`config.mk`:
```
export PLATFORM = sky130hd
export DESIGN_NAME = flr_mul
export DESIGN_NICKNAME = d
export VERILOG_FILES = /design/src/hw/rtl/flr_pkg.sv /design/src/hw/rtl/flr_mul.sv
export SDC_FILE = /design/constraint.sdc
export NUM_CORES = 2
export LEC_CHECK = 0
export ABC_AREA = 1
export BUFFER_PORTS_ARGS = -buffer_cell sky130_fd_sc_hd__buf_2
export CORE_MARGIN = 3
export CORE_UTILIZATION = 35
export DETAILED_ROUTE_END_ITERATION = 10
export GPL_ROUTABILITY_DRIVEN = 1
export PLACE_DENSITY_LB_ADDON = 0.08
export SLEW_MARGIN = 10
export SYNTH_ARGS = -nofsm -noshare
export SYNTH_HDL_FRONTEND = slang
export SYNTH_SLANG_ARGS = --single-unit
export TNS_END_PERCENT = 10
```
`constraint.sdc`:
```
create_clock -name clk -period 14.89 [get_ports clk]
set_input_delay 0.7445 -clock clk [delete_from_list [all_inputs] [get_ports clk]]
set_output_delay 0.7445 -clock clk [all_outputs]
set_load 0.02 [all_outputs]
```
`src/hw/rtl/flr_pkg.sv`:
```
// Shared types, codes and constants for the false-position log root unit.
// Used by flr_mul, flr_div, the top level and the checker; depends on nothing.
package flr_pkg;

  localparam int VAL_W = 31;
  localparam int F_W   = 32;
  localparam int NUM_W = 62;
  localparam int DEN_W = 33;
  localparam int MAG_W = 35;
  localparam int MUL_W = 32;
  localparam int CAP_W = 6;
  localparam int CNT_W = 7;
  localparam logic [MUL_W-1:0] LN2_Q28 = 32'd186065279;
  localparam logic [VAL_W-1:0] TOL_RESET = 31'd328;
  localparam logic [CAP_W-1:0] CAP_RESET = 6'd10;

  typedef enum logic [1:0] {
    ST_CONV   = 2'd0,
    ST_NOROOT = 2'd1,
    ST_CAP    = 2'd2
  } status_t;

  typedef enum logic {
    REG_TOL = 1'b0,
    REG_CAP = 1'b1
  } reg_idx_t;

  typedef enum logic [1:0] {
    SEL_A,
    SEL_B,
    SEL_C
  } ln_sel_t;

  typedef enum logic [4:0] {
    S_IDLE, S_CHECK, S_NORM, S_IDX, S_TAB, S_INT, S_L2, S_M0, S_M1, S_FIN, S_RND,
    S_ROUTE, S_SM0, S_SM1, S_SNUM, S_SABS, S_SDIV, S_EVAL
  } state_t;

  // One entry of the log2(1 + i/depth) table in Q30, by repeated squaring.
  function automatic logic [VAL_W-1:0] lg_entry(input logic [63:0] z0);
    logic [63:0] z;
    logic [VAL_W-1:0] res;
    z = z0;
    res = '0;
    for (int k = 1; k <= 30; k++) begin
      z = (z * z) >> 30;
      if (z >= (64'd1 << 31)) begin
        z = z >> 1;
        res = res | (31'd1 << (30 - k));
      end
    end
    return res;
  endfunction

endpackage

```
`src/hw/rtl/flr_mul.sv`:
```
// Shared 32 x 32 unsigned multiplier with a registered product.
// Depends on flr_pkg for the operand width.
module flr_mul (
  input  logic                          clk,
  input  logic [flr_pkg::MUL_W-1:0]     op_a,
  input  logic [flr_pkg::MUL_W-1:0]     op_b,
  output logic [2*flr_pkg::MUL_W-1:0]   prod
);

  always_ff @(posedge clk) begin
    prod <= op_a * op_b;
  end

endmodule

```
# Word-level counts from Yosys, hierarchy flattened
# Cells that the tools add are included.
dict set report classes {
  multipliers 1
}
# cell n
set ops {}
lappend ops {{$mul A32 B32 Y64} 1}
dict set report word_totals {
  out_inout_bits 64
  inputBits 65
  wordCells 2
  reg_bits 64
}

# Longest topological paths before layout
dict set report logic_depth {
  depth_word 1
  depth_mapped 30
  ltp_nobuf 29
}

# Worst setup path before layout
# OpenSTA, ideal clock, no wires.
dict set report synth_path {
  kind {in2reg}
  startpoint {in op_a[25] in the netlist's numbering}
  endpoint {reg prod[60] in the netlist's numbering}
  cell_stages 26
  setup_ns 0.112
  arrival_time_ns 6.447
  path_slack_ns 8.331
  required_time_ns 14.778
  cell_sequence {clkbuf_1 -> nand2_1 -> fa_1 -> inv_1 -> fa_1 -> inv_1 -> fa_1 -> inv_1 -> fa_1 -> fa_1 -> fa_1 -> fa_1 -> inv_1 -> fa_1 -> inv_1 -> ha_1 -> nand2_1 -> nand2_1 -> a21oi_1 -> nand2_1 -> nand2_1 -> nand2_1 -> a21oi_1 -> nand2_1 -> nand2_1 -> nand2_1}
}
dict set report synth_between {
  elab_chain_cells 1
}
# item line_no
set synth_rtl {}
lappend synth_rtl {{from (decl)} flr_mul.sv:5} ;# input logic [flr_pkg::MUL_W-1:0] op_a,
lappend synth_rtl {{$mul A32 B32 Y64} flr_mul.sv:11} ;# prod <= op_a * op_b;
lappend synth_rtl {{to (signal assigned)} flr_mul.sv:11}
lappend synth_rtl {{to (decl)} flr_mul.sv:7} ;# output logic [2*flr_pkg::MUL_W-1:0] prod
# No other way between the ends.

# Worst setup path after layout
dict set report layout_path {
  startpoint {in op_a[14] in the netlist's numbering}
  endpoint {reg prod[26] in the netlist's numbering}
}
# The elaborated chain is that of the path after synthesis.

==> flow_metrics.tcl <==
set metrics [dict create \
    h-tree-depth 3 \
    numCtsBuffers 9 \
    die_h_um 333 \
    synth_cells 5023 \
    clk_pin_slew_ps 60 \
    wirelength_mm 115 \
    yosysSeqAreaShare 0.0343 \
    endpoint_kind "flop" \
    yosysTopAreaCellShare 0.480 \
    instances_no_fill 6388 \
    path_max_fanout 32 \
    holdBufCountCts 0 \
    fmax_mhz 133 \
    initial_core_util 0.354 \
    post-route-util 0.374 \
    multiInputGateArea_um2 28900 \
    setup_viol 0 \
    tns_ps 0 \
    io_buffers 128 \
    rows 119 \
    synth.distinct_cells 23 \
    syn_area_per_cell_um2 7.45 \
    worst_hold_path.endpoint "prod[0]$_DFF_P_" \
    gp_congestion 0.912 \
    drc_errors 0 \
    drtAntennaViolNets 0 \
    drtIter0Drc 1511 \
    cts_tree "built" \
    hpwl_mm 96.0 \
    fillerInstances 11390 \
    wl_per_cell_um 18.1 \
    hold_depth 4 \
    regArea_um2 1280 \
    top_regs "prod: 64 flops" \
    arrival_ps 7710 \
    crit_type "in2reg" \
    grt_usage 0.216 \
    worst_pin_slew_ps 1030 \
    top_register "prod" \
    post-route-period-util 0.506 \
    antenna_cells 0 \
    drive_gt1_frac 0.0460 \
    rsz0062_at_grt "no" \
    drv_cap 0 \
    synth_area_um2 37400 \
    status "completed" \
    grt_max_degree 33 \
    hp-class "in2reg" \
    synthToLayoutAreaGrowth_pct 5.70 \
    nets 6216 \
    relSlewSlack 0.313 \
    clockBufferDepth 2 \
    avgViaCountPerCell 4.48 \
    cp.required_ps 15060 \
    core-area_um2 106000 \
    die_width_um 333 \
    finalMaxSlewViolations 0 \
    ctsResizeCount 0 \
    yosys_register_bits 64 \
    grt-ovfl-total 0 \
    yosys.area.top_type "fa_1" \
    cp-start-kind "primary input" \
    dp_cells 6372 \
    die-area_um2 111000 \
    yosysWarnings 0 \
    antenna_found_initial 2 \
    post-cts-setup-buffers 0 \
    root_buffer "clkbuf_16" \
    grt_pass1_wl_mm 185 \
    synthTopCellsByArea "fa_1 (48%), inv_1 (17%), nand2_1 (16%), ha_1 (8.8%), dfxtp_1 (3.4%)" \
    io_pins 129 \
    largest_reg_flops 64 \
    vias 28644 \
    fin_crit_ps 7540 \
    hp-start "op_b[0]" \
    grt_pass1_vias 31014 \
    dr.pass1.iters 5 \
    cts.sinks 64 \
    finalHoldViolCount 0 \
    syn_nets 6247 \
]
-- layout by cell type, fill, tap and decap left out, drive strengths merged, types with 33 or more instances in the layout --
master  instances
a21oi          43
buf           150
dfxtp          64
fa            896
ha            263
inv          1735
nand2        1581
nand3          65
nor2          101
xor2           33
-- routing by layer --
layer  routed length [um]  vias up  track usage
met3                 3210       78      0.00950
met4                 1570        0       0.0286
met1                52000    14522        0.298
met2                58700      500        0.386
met5                    0        -            0
li1                     -    13544            -
-- worst max path at each step --
stage                  start          endpoint  slack [ps]  cells after the start
finish              op_a[14]  prod[26]$_DFF_P_        7350                     21
detailed placement  op_b[23]  prod[32]$_DFF_P_        6990                     23
CTS                 op_b[23]  prod[32]$_DFF_P_        7330                     23
floorplan           op_a[25]  prod[60]$_DFF_P_        8330                     26
global placement    op_b[23]  prod[32]$_DFF_P_        6940                     23
global route        op_a[14]  prod[32]$_DFF_P_        7110                     23
-- worst max-delay path: stages --
cell and delay, ps:
buf_2 700, nand2_1 120, inv_1 100, fa_1 440, fa_1 540, inv_1 50, fa_1 560, fa_1 470
fa_1 560, inv_1 50, fa_1 510, fa_1 440, fa_1 530, ha_1 400, nand2_1 190, inv_1 60
nand2_1 60, nand2_1 90, a21oi_1 300, nand3_2 270, xor2_1 500
-- cell usage after synthesis --
cell / count
inv_1: 1723
nand2_1: 1566
fa_1: 896
ha_1: 263
clkbuf_1: 192
nor2_1: 81
dfxtp_1: 64
nand3_1: 56
a21oi_1: 43
xor2_1: 33
nand4_1: 16
nand2_2: 15
nor2_2: 14
inv_2: 12
nor3_1: 11
o21bai_1: 11
nand3_2: 9
nor2_4: 6
nor3_2: 6
o21ai_0: 2
xnor2_1: 2
nor3_4: 1
o21bai_2: 1
-- metrics by stage --
| stage | worst slack, ps | area, um2 | hold WS [ps] |
|---|---|---|---|
| 6_report | 7350 | 39500 | 955 |
| 4_1_cts | 7330 | 39500 | 960 |
| 3_3_place_gp | 6940 | 39200 | 1160 |
| 2_1_floorplan | 8330 | 37400 | 842 |
| 5_1_grt | 7110 | 39500 | 990 |
| 3_5_place_dp | 6990 | 39200 | 1160 |
-- cell families (layout without fill, tap and decap cells) --
group / count (synthesis) / after routing / share of synthesized area
flip-flops: 64 / 64 / 0.0343
XOR/XNOR: 35 / 35 / 0.00820
AO/OA/AOI/OAI: 57 / 57 / 0.00853
adder cells (fa/ha/maj): 1159 / 1159 / 0.568
buffers and inverters: 1927 / 1901 / 0.193
AND/OR/NAND/NOR: 1781 / 1781 / 0.188
-- layout make-up --
class                   count  share of cell area
clock inverters             6             0.00174
well taps                1391              0.0440
inverters                1735               0.165
clock buffers              10             0.00604
repair buffers            150              0.0204
multi-input cells        3032               0.731
flip-flops and latches     64              0.0324
Power is left out: the tool's default activity adds up to more than one toggle a clock period on the data nets, which glitch-free logic cannot reach.
