[config.mk]
export PLATFORM = sky130hd
export DESIGN_NAME = flr_div
export DESIGN_NICKNAME = d
export VERILOG_FILES = /design/src/hw/rtl/flr_pkg.sv /design/src/hw/rtl/flr_div.sv
export SDC_FILE = /design/constraint.sdc
export NUM_CORES = 1
export LEC_CHECK = 0
export ABC_CLOCK_PERIOD_IN_PS = 3250
export BUFFER_PORTS_ARGS = -buffer_cell sky130_fd_sc_hd__buf_4
export CAP_MARGIN = 20
export CORE_ASPECT_RATIO = 1.25
export CORE_MARGIN = 4
export CORE_UTILIZATION = 50
export CTS_BUF_LIST = sky130_fd_sc_hd__clkbuf_8
export CTS_CLUSTER_DIAMETER = 150
export CTS_CLUSTER_SIZE = 16
export DETAILED_ROUTE_END_ITERATION = 7
export PLACE_DENSITY = 0.79
export SLEW_MARGIN = 20
export SYNTH_ARGS = -nofsm -noshare
export SYNTH_HDL_FRONTEND = slang
export SYNTH_SLANG_ARGS = --single-unit
[constraint.sdc]
create_clock -name clk -period 3.25 [get_ports clk]
set_clock_uncertainty 0.15 [all_clocks]
set_input_delay 0.65 -clock clk [delete_from_list [all_inputs] [get_ports clk]]
set_output_delay 0.65 -clock clk [all_outputs]
set_load 0.005 [all_outputs]
[src/hw/rtl/flr_pkg.sv]
// Shared types, codes and constants for the false-position log root unit.
// Used by flr_mul, flr_div, the top level and the checker; depends on nothing.
package flr_pkg;

  localparam int VAL_W = 31;
  localparam int F_W   = 32;
  localparam int NUM_W = 62;
  localparam int DEN_W = 33;
  localparam int MAG_W = 35;
  localparam int MUL_W = 32;
  localparam int CAP_W = 6;
  localparam int CNT_W = 7;
  localparam logic [MUL_W-1:0] LN2_Q28 = 32'd186065279;
  localparam logic [VAL_W-1:0] TOL_RESET = 31'd328;
  localparam logic [CAP_W-1:0] CAP_RESET = 6'd10;

  typedef enum logic [1:0] {
    ST_CONV   = 2'd0,
    ST_NOROOT = 2'd1,
    ST_CAP    = 2'd2
  } status_t;

  typedef enum logic {
    REG_TOL = 1'b0,
    REG_CAP = 1'b1
  } reg_idx_t;

  typedef enum logic [1:0] {
    SEL_A,
    SEL_B,
    SEL_C
  } ln_sel_t;

  typedef enum logic [4:0] {
    S_IDLE, S_CHECK, S_NORM, S_IDX, S_TAB, S_INT, S_L2, S_M0, S_M1, S_FIN, S_RND,
    S_ROUTE, S_SM0, S_SM1, S_SNUM, S_SABS, S_SDIV, S_EVAL
  } state_t;

  // One entry of the log2(1 + i/depth) table in Q30, by repeated squaring.
  function automatic logic [VAL_W-1:0] lg_entry(input logic [63:0] z0);
    logic [63:0] z;
    logic [VAL_W-1:0] res;
    z = z0;
    res = '0;
    for (int k = 1; k <= 30; k++) begin
      z = (z * z) >> 30;
      if (z >= (64'd1 << 31)) begin
        z = z >> 1;
        res = res | (31'd1 << (30 - k));
      end
    end
    return res;
  endfunction

endpackage

[src/hw/rtl/flr_div.sv]
// Bit-serial restoring divider for unsigned magnitudes, one quotient bit a cycle.
// Depends on flr_pkg for the dividend and divisor widths.
module flr_div (
  input  logic                        clk,
  input  logic                        rst,
  input  logic                        start,
  input  logic [flr_pkg::NUM_W-1:0]   dividend,
  input  logic [flr_pkg::DEN_W-1:0]   divisor,
  output logic [flr_pkg::NUM_W-1:0]   quotient,
  output logic                        done
);

  localparam int CW = $clog2(flr_pkg::NUM_W + 1);

  logic [flr_pkg::DEN_W-1:0] rem;
  logic [CW-1:0]             cnt;
  logic                      running;
  logic [flr_pkg::DEN_W:0]   trial;

  assign trial = {rem, quotient[flr_pkg::NUM_W-1]} - {1'b0, divisor};

  always_ff @(posedge clk) begin
    if (rst) begin
      running <= 1'b0;
      done    <= 1'b0;
      cnt     <= '0;
    end else begin
      done <= 1'b0;
      if (start) begin
        running <= 1'b1;
        cnt     <= CW'(flr_pkg::NUM_W);
      end else if (running) begin
        cnt <= cnt - 1'b1;
        if (cnt == CW'(1)) begin
          running <= 1'b0;
          done    <= 1'b1;
        end
      end
    end
  end

  always_ff @(posedge clk) begin
    if (start) begin
      rem      <= '0;
      quotient <= dividend;
    end else if (running) begin
      if (!trial[flr_pkg::DEN_W]) begin
        rem <= trial[flr_pkg::DEN_W-1:0];
      end else begin
        rem <= {rem[flr_pkg::DEN_W-2:0], quotient[flr_pkg::NUM_W-1]};
      end
      quotient <= {quotient[flr_pkg::NUM_W-2:0], ~trial[flr_pkg::DEN_W]};
    end
  end

endmodule

## Yosys cells after proc, flatten, opt, wreduce, memory -nomap -nowiden

Cells that the tools add are included.

| word-level totals | value |
|---|---|
| bits of input ports | 98 |
| word-level logic and storage cells | 23 |
| flip-flop bits (word level) | 103 |

| cells by class | value |
|---|---|
| eq/ne operators | 1 |
| bitwise operators | 2 |
| $add $sub $neg | 2 |
| mux-type cells | 9 |
| reductions and logical operators | 3 |

Operator list:

| operator | count |
|---|---|
| two-way mux 62 bit | 2 |
| subtractor 34 x 33 -> 34 bit | 1 |
| two-way mux 33 bit | 1 |
| two-way mux 6 bit | 2 |
| == test 6 x 1 -> 1 bit (second input constant) | 1 |
| subtractor 6 x 1 -> 6 bit (second input constant) | 1 |
| two-way mux 1 bit | 4 |
| OR reduction 3 bit | 1 |
| inverter 1 bit | 2 |
| nonzero test 2 bit | 1 |
| OR reduction 2 bit | 1 |

## Longest topological paths before layout

| depth | value |
|---|---|
| word-level depth | 4 |
| depth in mapped cells | 13 |

## Worst setup path after synthesis

Ideal clock, no wire load.

| timing path | value |
|---|---|
| path kind | input -> register |
| start | in divisor[0] (netlist name) |
| end | reg rem[24] (netlist name) |
| slack | -0.053 ns |
| cell stages on the path | 11 |
| required time | 3.014 ns |
| arrival | 3.067 ns |
| path through | ha_1 fa_1 nor2b_1 o31a_1 a2bb2oi_1 a32o_1 o41ai_2 o311ai_0 xor2_1 mux2i_1 a211oi_1 |

| on the way | value |
|---|---|
| cells in the longest elaborated chain, start to end | 2 |

Ends and longest elaborated chain:

| what | RTL line | RTL |
|---|---|---|
| from (decl) | flr_div.sv:8 | `input logic [flr_pkg::DEN_W-1:0] divisor,` |
| subtractor 34 x 33 -> 34 bit | flr_div.sv:20 | `assign trial = {rem, quotient[flr_pkg::NUM_W-1]} - {1'b0, divisor};` |
| two-way mux 33 bit | flr_div.sv:47 | `if (!trial[flr_pkg::DEN_W]) begin` |
| to (signal assigned) | flr_div.sv:48 | `rem <= trial[flr_pkg::DEN_W-1:0];` |
| to (signal assigned) | flr_div.sv:50 | `rem <= {rem[flr_pkg::DEN_W-2:0], quotient[flr_pkg::NUM_W-1]};` |
| to (decl) | flr_div.sv:15 | `logic [flr_pkg::DEN_W-1:0] rem;` |

Every way passes these cells.
A chain may end at the register's enable or synchronous reset.

## Worst setup path after layout

| timing path | value |
|---|---|
| start | reg quotient[61] (netlist name) |
| end | reg rem[22] (netlist name) |

| on the way | value |
|---|---|
| cells in the longest elaborated chain, start to end | 2 |

Ends and longest elaborated chain:

| what | RTL line | RTL |
|---|---|---|
| from (decl) | flr_div.sv:9 | `output logic [flr_pkg::NUM_W-1:0] quotient,` |
| from (signal assigned) | flr_div.sv:45 | `quotient <= dividend;` |
| from (signal assigned) | flr_div.sv:52 | `quotient <= {quotient[flr_pkg::NUM_W-2:0], ~trial[flr_pkg::DEN_W]};` |
| subtractor 34 x 33 -> 34 bit | flr_div.sv:20 |  |
| two-way mux 33 bit | flr_div.sv:47 |  |

Every way passes these cells.

==> results.json <==
{
  "status": "completed",
  "cts-root-buf": "clkbuf_8",
  "synth_commonest_cells": "edfxtp_1, mux2_2, nor2_1",
  "pre_cts_ws_ps": -217,
  "fin_tns_setup_ps": 0,
  "grt_overflow": 0,
  "clock_latency_ps": 390,
  "hold_path.startpoint": "rst",
  "crit_required_ps": 3410,
  "final_cell_count_no_fill": 961,
  "antenna_found_initial": 0,
  "gp_congestion": 0.990,
  "synth-seq-cells": 103,
  "cts_tree": "yes",
  "die_y_um": 134,
  "rsz0062_at_grt": "yes",
  "grt_pass1_vias": 5552,
  "min_path_type": "in2reg",
  "nFillCells": 984,
  "crit_slowest_cell": "edfxtp_1",
  "critPathTopFamily": "compound AO/OA/AOI/OAI gates",
  "start_util": 0.518,
  "dieArea_sq_um": 14600,
  "yosys-top-cells-area": "edfxtp_1, dfxtp_1, mux2_2",
  "synth_ff_type": "edfxtp_1",
  "worst_setup_path_end_kind": "flop",
  "yosys.cell_count.top_type": "edfxtp_1",
  "via_per_inst": 5.54,
  "ios": 161,
  "die_w_um": 109,
  "cp_max_fo": 4,
  "hold_viol": 0,
  "cp_num_buf_inv": 2,
  "grt_start_max_net_pins": 63,
  "design_area_sq_um": 8250,
  "worst_r2r_startpoint": "quotient[61]$_DFFE_PP_",
  "p_per_area_nw_per_um2": 469,
  "synth_edf_count": 62,
  "post_cts_buffers": 0,
  "cp_num_cells": 13,
  "worst_pin_slew_ps": 670,
  "cp-start-kind": "flop",
  "max_freq_mhz": 319,
  "synth_seq_area_share": 0.422,
  "cts_buffers": 9,
  "rows": 45,
  "ant_nets": 0,
  "wl_per_cell_um": 16.6,
  "drv_cap": 0,
  "syn2layout_area_growth_pct": 29.8,
  "worstSetupPathType": "reg2reg",
  "grt_pass1_wl_mm": 26.1,
  "crit_path_max_incr_delay_ps": 460,
  "syn_area_sq_um": 6350,
  "dpl_cell_area_sq_um": 7990,
  "relSlewSlack": 0.553,
  "dr.pass1.iters": 4,
  "core_area_sq_um": 12300,
  "drt-initial-drc-count": 212,
  "drc": 0,
  "path_cells": "inv_1 > ha_2 > fa_2 > nor2b_1 > o31a_1 > a2bb2oi_2 > a32o_2 > o41ai_2 > buf_4 > o21a_1 > xnor2_2 > mux2i_1 > a211oi_1",
  "drt-total-wl_mm": 16.0,
  "arrival_ps": 3290,
  "placed_cells": 945,
  "nets": 926,
  "ff2ff_path_depth": 13,
  "ir_drop_v": 0.000385,
  "diodes": 0,
  "slew_violations": 0,
  "layout_setup_ws_ps": 118,
  "register_area_sq_um": 2680,
  "syn_inst": 601,
  "synthArstFlopShare": 0,
  "drive_gt1_frac": 0.385,
  "power_leakage_uw": 0.00358,
  "vias": 5321,
  "grtUsageTotal": 0.224,
  "finalSetupViolCount": 0,
  "synth_nets": 735,
  "synth_warnings": 0,
  "syn_avg_cell_area_sq_um": 10.6,
  "clock_sinks": 103,
  "yosys.area.top_type": "edfxtp_1",
  "startpoint": "quotient[61]$_DFFE_PP_",
  "min_path_cells": 2,
  "place_hpwl_mm": 12.0,
  "cts_max_path_buffers": 2,
  "port_buffers": 160,
  "clk_pin_slew_ps": 100,
  "synth_cell_types": 70,
  "synth_top_cell_area_share": 0.293,
  "multiInputGateArea_sq_um": 3360,
  "post-route-period-util": 0.964,
  "htree_num_levels": 3,
  "final.min_clock_period_ps": 3130
}
[layer usage]
metal,GRT usage,vias up,part of all wire,wire length (um)
li1,-,2595,-,-
met1,0.248,2520,0.38,6070
met4,0.0940,0,0.027,425
met5,0,-,0,0
met2,0.390,175,0.51,8090
met3,0.0722,31,0.086,1370
[area by class of cell]
class	instances	share of cell area
tap	164	0.0249
timing repair buffer	205	0.193
inverter	46	0.0209
sequential	103	0.325
multi-input combinational	427	0.408
clock buffer	9	0.0150
clock inverter	7	0.0135
[what timing repair did]
item,CTS,global route
hold buffers,0,0
endpoints found under the setup margin,0,7
resized for setup,0,5
[report_power, final]
| part | internal (uW) | leakage [uW] | switching [uW] |
|---|---|---|---|
| sequential | 1540 | 0.000962 | 100 |
| combinational | 682 | 0.00250 | 588 |
| clock | 453 | 0.000119 | 506 |
| total | 2680 | 0.00358 | 1190 |
[cell families after synthesis]
logic type	count (synthesis)	synth area share
flops	103	0.422
simple gates	127	0.0951
compound gates	142	0.156
xor+xnor	32	0.0483
buf+inv	71	0.0526
fa+ha+maj	36	0.0721
mux	90	0.154
[path summary, 6_finish.rpt]
path	to	slack, ps
min reg2reg	rem[7]$_SDFFE_PP0P_	340
max	rem[22]$_SDFFE_PP0P_	120
min	cnt[3]$_SDFFE_PP0P_	330
max reg2reg	rem[22]$_SDFFE_PP0P_	120
[placed cells by master, fill, tap and decap left out, types with 9 or more instances in the layout]
master	count
dfxtp_1	40
inv_1	45
clkbuf_8	9
o21a_1	9
a211oi_1	29
a21oi_1	36
ha_1	34
xor2_1	11
o21ai_0	15
mux2i_1	29
xnor2_1	19
mux2_2	61
nor2_1	50
buf_4	201
nand2_1	34
edfxtp_1	62
[registers in the layout, indices dropped and copies added (netlist names)]
signal	flops
running	1
cnt	6
rem	33
done	1
quotient	62
[stage by stage]
step	hold WS, ps	util	power, uW
after floorplan	294	-	2440
after global placement	313	0.651	2880
after detailed placement	324	0.651	2930
after CTS	307	0.670	3890
after global routing	322	0.672	4090
final	327	0.672	3870
Power figures use the tool's default switching activity.
